**config.mk**
```make
export PLATFORM = sky130hd
export DESIGN_NAME = gae_ram
export DESIGN_NICKNAME = d
export VERILOG_FILES = /design/src/hdl/gae_ram.sv
export SDC_FILE = /design/constraint.sdc
export NUM_CORES = 2
export LEC_CHECK = 0
export BUFFER_PORTS_ARGS = -buffer_cell sky130_fd_sc_hd__buf_2
export CORE_ASPECT_RATIO = 1.4
export CORE_MARGIN = 2
export CORE_UTILIZATION = 35
export DETAILED_ROUTE_END_ITERATION = 10
export HOLD_SLACK_MARGIN = 0.12
export PLACE_DENSITY = 0.55
export SYNTH_ARGS = -nofsm -noshare
export SYNTH_HDL_FRONTEND = slang
export SYNTH_SLANG_ARGS = --single-unit
```
**constraint.sdc**
```tcl
create_clock -name i_clk -period 8.05 [get_ports i_clk]
set_input_delay 1.61 -clock i_clk [delete_from_list [all_inputs] [get_ports i_clk]]
set_output_delay 1.61 -clock i_clk [all_outputs]
set_load 0.1 [all_outputs]
```
**src/hdl/gae_ram.sv**
```systemverilog
`timescale 1ns / 1ps
// ----------------------------------------------------------------------------
// gae_ram
// Simple dual-port memory with one write port and one registered read port.
// ----------------------------------------------------------------------------
module gae_ram #(
    parameter int DATA_W = 32,
    parameter int ADDR_W = 6
) (
    input  logic              i_clk,
    input  logic              i_we,
    input  logic [ADDR_W-1:0] i_waddr,
    input  logic [DATA_W-1:0] i_wdata,
    input  logic              i_re,
    input  logic [ADDR_W-1:0] i_raddr,
    output logic [DATA_W-1:0] o_rdata
);

    logic [DATA_W-1:0] r_mem [1 << ADDR_W];
    logic [DATA_W-1:0] r_rdata;

    always_ff @(posedge i_clk) begin
        if (i_we) begin
            r_mem[i_waddr] <= i_wdata;
        end
        if (i_re) begin
            r_rdata <= r_mem[i_raddr];
        end
    end

    assign o_rdata = r_rdata;

endmodule

```
Yosys cells after proc, flatten, opt, wreduce, memory -nomap -nowiden
Memories as Yosys holds them, arrays and structs flattened. A register that Yosys moved wholly into a read port is not among the register bits.
Index checks and enable logic that the tools add are counted.

storage, ports and cells
  register bits after elaboration = 0
  RAM bits = 2048
  output and inout bits = 32
  word-level logic and storage cells = 3
  memories = 1

operators by class
  multiplexer cells = 2

memory list
  name   words  bits a word  read ports  clocked after memory_dff  wr ports  RTL line  RTL
  r_mem  64     32           1           1                         1         19        logic [DATA_W-1:0] r_mem [1 << ADDR_W];

operator list
  cell               count
  two-way mux 1 bit  2

Logic depth before layout (Yosys ltp)
  depth after elaboration = 2
  mapped depth = 10

Worst setup path before layout
No wires, ideal clock.

  path type = input -> register
  start point = input i_waddr[3]
  end point = memory r_mem[48][0] (enable)
  arrival = 4.309 ns
  data required time = 7.589 ns
  setup slack = 3.280 ns
  cell stages on the path = 4
  buffers on the path = 1
  path through = clkbuf_1 -> nor2b_1 -> nand4b_1 -> nor3_1

RTL lines
  what                RTL line  RTL
  start: declaration  12        input logic [ADDR_W-1:0] i_waddr,
  end: declaration    19

No word-level cell before the write port.

==> summary.txt <==
Timing
  – Minimum clock period: 5105 ps
  – Final hold vios: 0
  – Max Freq: 195.9 MHz
  – Slew at the pin with the worst max-slew slack: ~1300 ps
  – Slew headroom: between 10% and 20%
  – Max Slew Vio Count: 0
  – Setup violators final: 0
  – Period utilization: a little under two thirds
  – RSZ-0062 raised after global routing: false
  – Clock skew: 38.25 ps
  – Setup TNS: 0 ps

Layout
  – Most frequent cells in the layout: edfxtp_1, mux4_2, clkbuf_16
  – Cell area after layout: about 90000 um2
  – Fin util: around two fifths
  – Area delta synth->final: 13.96%
  – Share of layout cells above drive strength 1: a little under 30%
  – Nets: 3602
  – Commonest non-fill, non-tap cell in the layout: edfxtp_1

Status
  – Status: complete, no violations

Route
  – WL/cell: between 30 and 40 um
  – DRT iter0 DRCs: just under 4000
  – DRC violations left: 0
  – Post-route ant nets: 0
  – Vias: around 36000
  – Via/cell ratio: between 5 and 6
  – Routed WL: between 200 and 250 mm
  – Drt pass-1 iters: 8

Critical path
  – Worst-path maximum fanout: 60
  – Crit. End Element: register
  – CP required: about 8600 ps
  – Arrival @ worst endpoint: approximately 5600 ps
  – Worst Setup Start Kind: input pin
  – Reg-to-reg slack, setup: roughly 5500 ps
  – Setup CP Type: input pin to register

Synthesis
  – Post-synthesis sequential area ratio: 79.23%
  – Syn Nets: between 3000 and 4000
  – Synth warn: 0
  – Syn_area_per_cell: approximately 24 um2
  – Synthesis-stage register bit count: 2080
  – Syn Inst Count: around 3300
  – Primary FF master, synth: edfxtp_1
  – Post-synth ARST share: 0%
  – Number of flops mapped to enable cells by yosys: 2080
  – Synth unique cells: 33
  – Mapped Area: around 79000 um2

Floorplan
  – Starting Density: between 30% and 40%
  – Die Ht: 565.6 um
  – Core Footprint: about 220000 um2
  – Die area: ~230000 um2
  – Top Ports: 79
  – Floorplan row count: 206
  – DIE WIDTH: 405.1 um

Clock network
  – CTS Buf Count: roughly 200
  – Post-CTS Hold Buffers: 0
  – CTS sink cnt: 2080
  – PostCTS Resize Cnt: 0
  – Root Buffer: clkbuf_16
  – CTS tree: built
  – Latest clock arrival within the worst-skew pair: 830 ps
  – Clock Pin Slew Worst Setup and Hold Paths: roughly 60 ps
  – Worst-case clock buffer depth: 4
  – H-Tree Depth: 4
  – Post-CTS setup buffer count: 0

Global routing
  – Initial antenna violation count: 24
  – First-pass GRT wire length: around 300 mm
  – Vias in the first global route: ~38000
  – GRT Total Usage: roughly 19%
  – Largest net degree at the start of global routing: approximately 110
  – Total grt overflow: 0

Min path
  – Hold crit path type: register to register

Place
  – Placed inst area: 83750 um2
  – Port-buffer cells: 78
  – Post-DP HPWL: between 100 and 150 mm
  – GPL Wtd Cong: ~0.79

Power
  – IR drop worst, VDD: approximately 0.18 mV
  – Pwr dens: ~250 nW/um2
  – Leak: about 27 nW

Job
  – Max_cap viols: 0
[final cells by class]
type / instances / area [um2]
tap: 3016 / 3774
antenna: 9 / 22.52
timing repair buffer: 212 / 1545
clock inverter: 106 / 890.9
multi-input combinational: 1062 / 15970
sequential: 2080 / 62460
fill: 19670 / 134700
clock buffer: 242 / 5184
[synthesized netlist by cell type (2+ instances only)]
library cell / n / area (um2)
buf_2: 57 / 285.3
o22ai_1: 84 / 525.5
mux4_2: 544 / 12250
o221ai_1: 27 / 236.5
or3_1: 3 / 18.77
edfxtp_1: 2080 / 62460
o32ai_1: 4 / 35.03
mux2i_1: 93 / 930.9
buf_1: 21 / 78.83
a41o_1: 4 / 40.04
nand3_1: 5 / 25.02
nand3b_1: 5 / 37.54
or3b_1: 2 / 17.52
nand2_1: 26 / 97.59
a22oi_1: 12 / 90.09
a21oi_1: 62 / 310.3
buf_6: 5 / 56.30
nor3_1: 7 / 35.03
and3_1: 4 / 25.02
nand2b_1: 8 / 50.05
or3b_2: 3 / 26.28
and2_1: 2 / 12.51
a311oi_1: 8 / 70.07
nor2_1: 137 / 514.2
nand4_1: 2 / 12.51
clkbuf_1: 74 / 277.8
nor2b_1: 15 / 93.84
buf_4: 25 / 187.7
[registers in the layout (all words and copies together) (netlist names)]
name     flops
r_mem     2048
o_rdata     32
[power by group]
part | total [mW] | internal (mW) | switching, mW
Sequential | 12.0 | 12.0 | 0.0324
Clock | 8.97 | 5.02 | 3.95
Combinational | 1.26 | 0.394 | 0.870
Total | 22.3 | 17.4 | 4.85
[final timing paths]
check,cells after the start,end,start
worst max-delay path,7,o_rdata[2],i_raddr[1]
worst max register to register,5,o_rdata[2],r_mem[61][2]
worst min-delay path,4,o_rdata[20],r_mem[12][20]
worst min register to register,4,o_rdata[20],r_mem[12][20]
[logic make-up after synthesis]
logic type | share of synthesized area (%)
and+or+nand+nor | 1.260
muxes | 16.72
AOI/OAI and AO/OA | 1.666
buffers and inverters | 1.124
DFF | 79.23
[worst max-delay path, cell delays in order]
cell     delay (ps)
buf_8           410
buf_4           830
nand2_1         960
o22ai_1         620
nor2_1          210
a21oi_1         730
nor2_1          150
[metal layers]
metal | part of all wire [%] | track usage, % | wire length (um)
met1 | 38 | 23.24 | 81380
met2 | 52 | 32.59 | 111300
met3 | 6.3 | 3.003 | 13360
met4 | 3.2 | 6.049 | 6879
met5 | 0.046 | 0 | 99
[stage by stage]
stage	setup slack (ps)	power [mW]	std cells	hold slack, ps
2_1_floorplan	3280	12.97	3324	750.2
3_3_place_gp	2302	13.55	6370	788.2
3_5_place_dp	2259	13.57	6370	820.2
4_1_cts	3144	22.48	6718	836.8
5_1_grt	2877	22.87	6719	883.1
6_report	2945	22.28	6727	833.6
(Power assumes the default switching activity.)
