### src/hdl/gae_pkg.sv
`timescale 1ns / 1ps
// ----------------------------------------------------------------------------
// gae_pkg
// Shared constants, types and state codes of the advantage estimation engine.
// ----------------------------------------------------------------------------
package gae_pkg;

    localparam int MAX_STEPS = 64;
    localparam int ADDR_W    = (MAX_STEPS > 1) ? $clog2(MAX_STEPS) : 1;
    localparam int CNT_W     = $clog2(MAX_STEPS + 1);
    localparam int DATA_W    = 32;
    localparam int COEF_W    = 16;
    localparam int FRAC_W    = 16;
    localparam int PROD_W    = DATA_W + COEF_W + 1;
    localparam int SHR_W     = PROD_W - FRAC_W;
    localparam int ACC_W     = DATA_W + 3;

    localparam logic [COEF_W-1:0] GAMMA_RESET  = 16'd64881;
    localparam logic [COEF_W-1:0] LAMBDA_RESET = 16'd62259;

    localparam logic REG_DISCOUNT = 1'b0;
    localparam logic REG_TRACE    = 1'b1;

    typedef struct packed {
        logic signed [DATA_W-1:0] reward;
        logic signed [DATA_W-1:0] value;
        logic                     done;
    } t_step;

    localparam int STEP_W = $bits(t_step);

    typedef enum logic [2:0] {
        S_IDLE,
        S_GL,
        S_VLAST,
        S_MUL1,
        S_MUL2,
        S_SUM,
        S_EMIT
    } t_state;

endpackage

### src/hdl/gae_mult.sv
`timescale 1ns / 1ps
// ----------------------------------------------------------------------------
// gae_mult
// Shared multiplier: unsigned Q0.16 coefficient times signed operand,
// with the full product registered.
// ----------------------------------------------------------------------------
module gae_mult import gae_pkg::*; (
    input  logic                     i_clk,
    input  logic [COEF_W-1:0]        i_coef,
    input  logic signed [DATA_W-1:0] i_opnd,
    output logic signed [PROD_W-1:0] o_prod
);

    logic signed [PROD_W-1:0] r_prod;
    logic signed [PROD_W-1:0] n_prod;

    always_comb begin
        n_prod = PROD_W'($signed({1'b0, i_coef}) * i_opnd);
    end

    always_ff @(posedge i_clk) begin
        r_prod <= n_prod;
    end

    assign o_prod = r_prod;

endmodule

### config.mk
export PLATFORM = sky130hd
export DESIGN_NAME = gae_mult
export DESIGN_NICKNAME = d
export VERILOG_FILES = /design/src/hdl/gae_pkg.sv /design/src/hdl/gae_mult.sv
export SDC_FILE = /design/constraint.sdc
export NUM_CORES = 1
export LEC_CHECK = 0
export BUFFER_PORTS_ARGS = -buffer_cell sky130_fd_sc_hd__buf_2
export CAP_MARGIN = 20
export CORE_UTILIZATION = 65
export DETAILED_ROUTE_END_ITERATION = 10
export PLACE_DENSITY = 0.85
export REMOVE_ABC_BUFFERS = 1
export SYNTH_ARGS = -nofsm -noshare
export SYNTH_HDL_FRONTEND = slang
export SYNTH_SLANG_ARGS = --single-unit
### constraint.sdc
create_clock -name i_clk -period 8.2 [get_ports i_clk]
set_input_delay 1.64 -clock i_clk [delete_from_list [all_inputs] [get_ports i_clk]]
set_output_delay 1.64 -clock i_clk [all_outputs]
set_load 0.005 [all_outputs]
**Yosys cells after proc, flatten, opt, wreduce, memory -nomap -nowiden**

Cells that the tools add are included.

- Multiply operators: 1

Operators by type and width:

| cell | number |
|---|---|
| 17-bit by 32-bit multiplier with 49-bit output | 1 |

- Logic and storage cells: 2
- Bits in registers: 49
- Output and inout bits: 49
- Input bits: 49

**Logic depth before layout (Yosys ltp)**

Gate-level depths: netlist of run 1.

- Word-level depth: 1
- Depth in mapped cells: 25

**Worst setup path after synthesis of run 1**

No wires, ideal clock.

- Kind: input to register
- Start point: in i_opnd[31]
- End point: reg r_prod[46] (netlist: o_prod[46])
- Setup slack: 0.897 ns
- Data arrival time: 7.230 ns
- Library setup time: 0.073 ns
- Stages on the path: 21
- Buffers on the path: 2
- Data required time: 8.127 ns
- Path through: clkbuf_1 nand2_1 fa_1 fa_1 inv_1 fa_1 fa_1 fa_1 inv_1 fa_1 inv_1 ha_1 clkbuf_1 a21o_1 a21o_1 a21o_1 a31o_2 nor3_1 o211ai_1 a211o_1 o211ai_2

- Longest elaborated chain between the ends: 1

Ends and longest elaborated chain:

| element | RTL line | text |
|---|---|---|
| start, declared | gae_mult.sv:10 | `input logic signed [DATA_W-1:0] i_opnd,` |
| 17-bit by 32-bit multiplier with 49-bit output | gae_mult.sv:18 | `n_prod = PROD_W'($signed({1'b0, i_coef}) * i_opnd);` |
| via n_prod[46] | gae_mult.sv:15 | `logic signed [PROD_W-1:0] n_prod;` |
| end signal, assigned | gae_mult.sv:22 | `r_prod <= n_prod;` |
| end, declared | gae_mult.sv:14 | `logic signed [PROD_W-1:0] r_prod;` |

The timed path passes the listed nets, and every way through them passes these cells.

**Worst setup path in the final report of run 1**

- Start point: in i_coef[2]
- End point: reg r_prod[46] (netlist: o_prod[46])

- Longest elaborated chain between the ends: 1

Ends and longest elaborated chain:

| element | RTL line | text |
|---|---|---|
| start, declared | gae_mult.sv:9 | `input logic [COEF_W-1:0] i_coef,` |
| 17-bit by 32-bit multiplier with 49-bit output | gae_mult.sv:18 |  |
| via n_prod[46] | gae_mult.sv:15 |  |

The timed path passes the listed nets, and every way through them passes these cells.

==> results by group, run 1 <==
Setup path
  • CP top delay family: adder cells
  • CP max-delay cell: fa_1
  • Critical Path AT: 7.99 ns
  • CP Cell Sequence: buf_2 -> nand2_1 -> fa_1 -> fa_1 -> inv_1 -> fa_1 -> fa_1 -> fa_1 -> inv_1 -> fa_1 -> inv_1 -> ha_1 -> a21o_1 -> a21o_1 -> a21o_1 -> a31o_2 -> nor3_1 -> o211ai_1 -> a211o_1 -> o211ai_2
  • CP peak stage delay: 0.76 ns
  • CP bufs+invs: 4
  • Critical Path RT: 8.43 ns
  • Crit-path most repeated cell: fa_1
  • CP max FO: 32
  • Crit path kind: primary input to flop
  • Critical Path Start: i_coef[2]
  • Setup crit end kind: flop
  • Startpoint types: primary input

Route
  • Drt pass-1 iters: 7
  • Via count: 14500
  • DR vias/cell: 5.59
  • WL per Instance: 18.3 um
  • DRC Markers: 0
  • Initial DRC count: 955
  • Post-route antenna net violation count: 0
  • WL final: 47300 um

Global routing
  • First-pass GRT wire length: 80100 um
  • Largest net degree at the start of global routing: 33
  • Antenna violations before repair: 0
  • Gr ovfl total: 0
  • Vias in the first global route: 16400
  • Gr usage total: 33.4%

Floorplan
  • I/O pin count: 98
  • Die ar.: 30500 um^2
  • Die width: 175 um
  • Row count: 62
  • Core area: 29000 um^2
  • Initial core utilization: 66.8%
  • Die height: 175 um

Synth
  • Netlist cell types: 55
  • Async set or reset register ratio after synthesis: 0%
  • Synthesized instance count: 2181
  • Syn Area/Cell: 8.88 um^2
  • Top FF cell, synth: dfxtp_1
  • Number of flops mapped to enable cells by yosys: 0
  • Synth area leaders: fa_1 (51%), inv_1 (12%), and2_1 (7.6%)
  • Synth Cell Area: 19400 um^2
  • Synth Register Bits: 49
  • Area share of the largest cell type after synthesis: 50.5%
  • Register area share after synthesis: 5.06%
  • YS warnings: 0
  • Area leader, netlist: fa_1

Final layout
  • Antenna cell count: 0
  • Commonest non-fill, non-tap cell in the layout: inv_1
  • Final #Nets: 2857
  • Layout area overhead: 4.34%
  • Commonest cells after routing, fill and taps aside: inv_1 (597), fa_1 (489), nand2_1 (307)
  • Number of flip-flops under the largest register name: 49
  • Share of cells above drive strength 1: 5.72%

CTS
  • Clock transition at path regs: 0.07 ns
  • Clock net sink count: 49
  • H-Tree Depth: 2
  • Hold buffer count at cts: 0
  • TritonCTS clock tree: yes
  • Cts repair resizes: 0
  • Clock buffer depth: 2
  • Root buf cell: clkbuf_16
  • Buffers inserted by post-CTS timing repair: 0
  • Cts bufs inserted: 5

Placed design
  • IO buf count: 97
  • Detailed Place HPWL: 38800 um
  • GP Congestion: 0.906

STA
  • FMAX: 129 MHz
  • Tcrit/Tclk final: 94.7%
  • Fin Setup TNS: 0 ns
  • Final min period: 7.76 ns
  • Worst slew margin: 47.9%
  • RSZ-0062 raised after global routing: false
  • Slew Limit Fails: 0
  • Worst-margin pin slew: 0.782 ns
  • Final setup fails: 0
  • Final hold violation count: 0

Hold path
  • Worst Hold End: o_prod[0]$_DFF_P_
  • Min-Delay Path Class: primary input to flop
  • Hold depth: 2
  • Hold Path Origin: i_opnd[0]

Flow run
  • Max-cap violations: 0

Run status
  • Outcome: finished, final reports clean
==> synthesized netlist by cell type (all sizes together) (6+ instances only) <==
| cell | n |
|---|---|
| a21o | 24 |
| nand4 | 9 |
| o211ai | 9 |
| nand2b | 7 |
| fa | 489 |
| nor3 | 13 |
| clkbuf | 92 |
| nand2 | 307 |
| inv | 597 |
| o21a | 6 |
| dfxtp | 49 |
| ha | 117 |
| o21ai | 25 |
| a21oi | 56 |
| xnor2 | 36 |
| and2 | 234 |
| o21bai | 9 |
| nor2 | 31 |
| xor2 | 10 |
==> metrics by stage <==
| stage | setup slack (ns) | area [um^2] | cells | util (%) | hold slack [ns] |
|---|---|---|---|---|---|
| final | 0.436 | 20200 | 2587 | 69.7 | 1.83 |
| after global routing | 0.104 | 20200 | 2587 | 69.7 | 1.82 |
| after CTS | 0.474 | 20200 | 2587 | 69.7 | 1.81 |
| after detailed placement | 0.167 | 20100 | 2579 | 69.2 | 2.02 |
| after global placement | 0.322 | 20100 | 2579 | 69.2 | 2.02 |
| after floorplan | 1.29 | 19000 | 2087 | - | 1.76 |
==> routing by layer <==
layer  share of wire (%)  vias up  wire (um)  track usage (%)
li1                    -     6313          -                -
met1                  37     7351      17700             40.8
met2                  51      657      24300             59.5
met3                 6.8      135       3230             4.46
met4                 4.3        0       2040             14.4
met5                   0        -          0                0
==> worst max-delay path by stage <==
stage	end	slack, ns	cells past startpoint
global route	o_prod[48]$_DFF_P_	0.10	20
finish	o_prod[46]$_DFF_P_	0.44	20
CTS	o_prod[46]$_DFF_P_	0.47	20
floorplan	o_prod[46]$_DFF_P_	1.29	19
global placement	o_prod[48]$_DFF_P_	0.32	20
detailed placement	o_prod[46]$_DFF_P_	0.17	20
==> logic make-up after synthesis <==
| group | share of synthesized area (%) |
|---|---|
| flops | 5.06 |
| simple gates | 16.0 |
| compound gates | 5.33 |
| fa+ha+maj | 58.1 |
| xor+xnor | 2.08 |
| mux | 0.0517 |
| buf+inv | 13.4 |
==> cell type report <==
class | count | area, um^2
inverters | 597 | 2240
clock buffers | 5 | 125
fillers | 2163 | 8800
flip-flops and latches | 49 | 981
well taps | 384 | 480
clock inverters | 3 | 21.3
repair buffers | 108 | 568
multi-input cells | 1441 | 15800
Power of run 1 is left out: the tool's default activity adds up to more than one toggle a clock period on the data nets, which glitch-free logic cannot reach.
==> run 2, diff against run 1 <==
ABC_AREA = 1   (was not set)
CORE_UTILIZATION = 66   (was 65)
PLACE_DENSITY = 0.86   (was 0.85)
SETUP_SLACK_MARGIN = 0.5   (was not set)
==> results by group, run 2 <==
Run status
  • Outcome: finished, final reports clean

Setup path
  • Critical Path RT: 8.41 ns (-0.02 ns)
  • Critical Path Start: i_coef[2]
  • Startpoint types: primary input
  • Setup crit end kind: flop
  • Crit-path most repeated cell: fa_1
  • CP bufs+invs: 4 (unchanged)
  • Crit path kind: primary input to flop
  • CP peak stage delay: 0.77 ns (about the same)
  • Critical Path AT: 7.41 ns (-0.58 ns)
  • CP max-delay cell: fa_1
  • CP top delay family: adder cells
  • CP max FO: 32 (unchanged)
  • CP Cell Sequence: clkbuf_4 -> nand2_1 -> fa_1 -> fa_1 -> inv_1 -> fa_1 -> fa_1 -> fa_1 -> inv_1 -> fa_1 -> inv_1 -> ha_1 -> nand2_1 -> nor2_1 -> nand2_1 -> nor2_1 -> nand3_1 -> nand4_1 -> nand2_1

CTS
  • Clock buffer depth: 2 (unchanged)
  • Cts bufs inserted: 5 (unchanged)
  • Buffers inserted by post-CTS timing repair: 0 (unchanged)
  • H-Tree Depth: 2 (unchanged)
  • Root buf cell: clkbuf_16
  • Hold buffer count at cts: 0 (unchanged)
  • Clock transition at path regs: 0.08 ns (about the same)
  • Clock net sink count: 49 (unchanged)
  • TritonCTS clock tree: yes
  • Cts repair resizes: 0 (unchanged)

Global routing
  • Largest net degree at the start of global routing: 33 (unchanged)
  • Gr usage total: 36.5% (+3.1 points)
  • Gr ovfl total: 0 (unchanged)
  • First-pass GRT wire length: 92800 um (+16%)
  • Vias in the first global route: 18900 (+15%)
  • Antenna violations before repair: 0 (unchanged)

Final layout
  • Number of flip-flops under the largest register name: 49 (unchanged)
  • FILL cells: 2523 (+17%)
  • Layout area overhead: 3.62%
  • Final core occ: 69.4% (-0.31 points)
  • Antenna cell count: 0 (unchanged)
  • Commonest cells after routing, fill and taps aside: inv_1 (995), nand2_1 (906), fa_1 (489)
  • Commonest non-fill, non-tap cell in the layout: inv_1
  • Final #Nets: 3553 (+24%)
  • Share of cells above drive strength 1: 5.00% (-0.72 points)
  • Fin area: 21800 um^2 (+8.0%)

Synth
  • Synth Register Bits: 49 (unchanged)
  • Synth area leaders: fa_1 (46%), inv_1 (18%), nand2_1 (16%)
  • Top FF cell, synth: dfxtp_1
  • Number of flops mapped to enable cells by yosys: 0 (unchanged)
  • Most common cell in the netlist: inv_1
  • Area share of the largest cell type after synthesis: 46.5% (-4.1 points)
  • Register area share after synthesis: 4.66% (-0.41 points)
  • Synthesized instance count: 2901 (+33%)
  • Area leader, netlist: fa_1
  • Synth Cell Area: 21100 um^2 (+8.7%)
  • Syn Area/Cell: 7.26 um^2 (-18%)
  • Netlist cell types: 26 (-53%)
  • Synth cell count leaders: inv_1 (995), nand2_1 (906), fa_1 (489)
  • Async set or reset register ratio after synthesis: 0% (unchanged)
  • YS warnings: 0 (unchanged)

STA
  • RSZ-0062 raised after global routing: false
  • Slew Limit Fails: 0 (unchanged)
  • Hold_ws: 1.78 ns (-0.0461 ns)
  • Worst-margin pin slew: 0.932 ns (+0.150 ns)
  • Fin Setup TNS: 0 ns (unchanged)
  • Tcrit/Tclk final: 87.8% (-6.9 points)
  • FMAX: 139 MHz (+7.9%)
  • Worst slew margin: 37.8% (-10 points)
  • Final hold violation count: 0 (unchanged)
  • Final setup fails: 0 (unchanged)
  • Final min period: 7.20 ns (-0.566 ns)

Floorplan
  • Initial core utilization: 66.9% (+0.16 points)
  • Die ar.: 32600 um^2 (+7.0%)
  • Die height: 181 um (+3.4%)
  • Die width: 181 um (+3.4%)
  • Core area: 31500 um^2 (+8.5%)
  • Row count: 65 (+4.8%)
  • I/O pin count: 98 (unchanged)

Placed design
  • Detailed Place HPWL: 45900 um (+18%)
  • GP Congestion: 0.964 (+6.3%)
  • IO buf count: 97 (unchanged)
  • Post-DP Area: 21700 um^2 (+8.0%)

Hold path
  • Hold Path Origin: i_opnd[0]
  • Min-Delay Path Class: primary input to flop
  • Hold depth: 3 (+1)
  • Worst Hold End: o_prod[0]$_DFF_P_

Flow run
  • Max-cap violations: 0 (unchanged)

Route
  • DRC Markers: 0 (unchanged)
  • DR vias/cell: 5.20 (-6.9%)
  • Drt pass-1 iters: 7 (unchanged)
  • WL final: 55600 um (+18%)
  • Post-route antenna net violation count: 0 (unchanged)
  • WL per Instance: 16.8 um (-7.8%)
  • Via count: 17200 (+19%)
  • Initial DRC count: 1140 (+19%)
run 2: cell types whose count changed after synthesis, sizes merged, moves of 23 or more:
cell,before,now
inv,597,999
xnor2,36,4
nand2,307,917
nor2,31,74
a21o,24,1
nand3,4,60
and2,234,2
a21oi,56,32
o21ai,25,1
run 2: logic make-up (layout without fill, tap and decap cells):
kind of cell,after synthesis,after routing,share of synthesized area (%)
buffers and inverters,1111,1109,19.8
AND/OR/NAND/NOR,1070,1070,20.1
adder cells (fa/ha/maj),606,606,53.4
flip-flops,49,49,4.66
AO/OA/AOI/OAI,40,40,1.03
XOR/XNOR,25,25,1.04
run 2: area by class of cell:
type | instances | area (um^2) | share of cell area (%)
Clock inverter | 2 | 13.8 | 0.0630
Tap cell | 402 | 503 | 2.30
Sequential cell | 49 | 981 | 4.49
Timing Repair Buffer | 102 | 528 | 2.42
Clock buffer | 6 | 139 | 0.636
Multi-Input combinational cell | 1741 | 15900 | 72.9
Inverter | 999 | 3750 | 17.2
run 2: how the worst max path moves through the flow:
| stage | to | cells after the start | slack, ns |
|---|---|---|---|
| global route | o_prod[42]$_DFF_P_ | 19 | 0.63 |
| detailed placement | o_prod[42]$_DFF_P_ | 19 | 0.44 |
| finish | o_prod[42]$_DFF_P_ | 19 | 1.00 |
| global placement | o_prod[39]$_DFF_P_ | 19 | 0.53 |
| CTS | o_prod[42]$_DFF_P_ | 19 | 0.77 |
| floorplan | o_prod[45]$_DFF_P_ | 20 | 1.86 |
run 2: layer usage:
metal  share of wire (%)  GRT usage, %  up-vias
met5                   0             0        -
met4                 4.0          13.8        0
met3                 8.2          5.23      164
met2                  50          65.4      814
met1                  38          44.7     8326
li1                    -             -     7865
run 2: through the flow:
step / instances / setup slack, ns
floorplan: 2789 / 1.86
global placement: 3293 / 0.534
detailed placement: 3293 / 0.445
CTS: 3301 / 0.774
global route: 3301 / 0.628
finish: 3301 / 1.00
Power of run 2 is left out for the same reason.
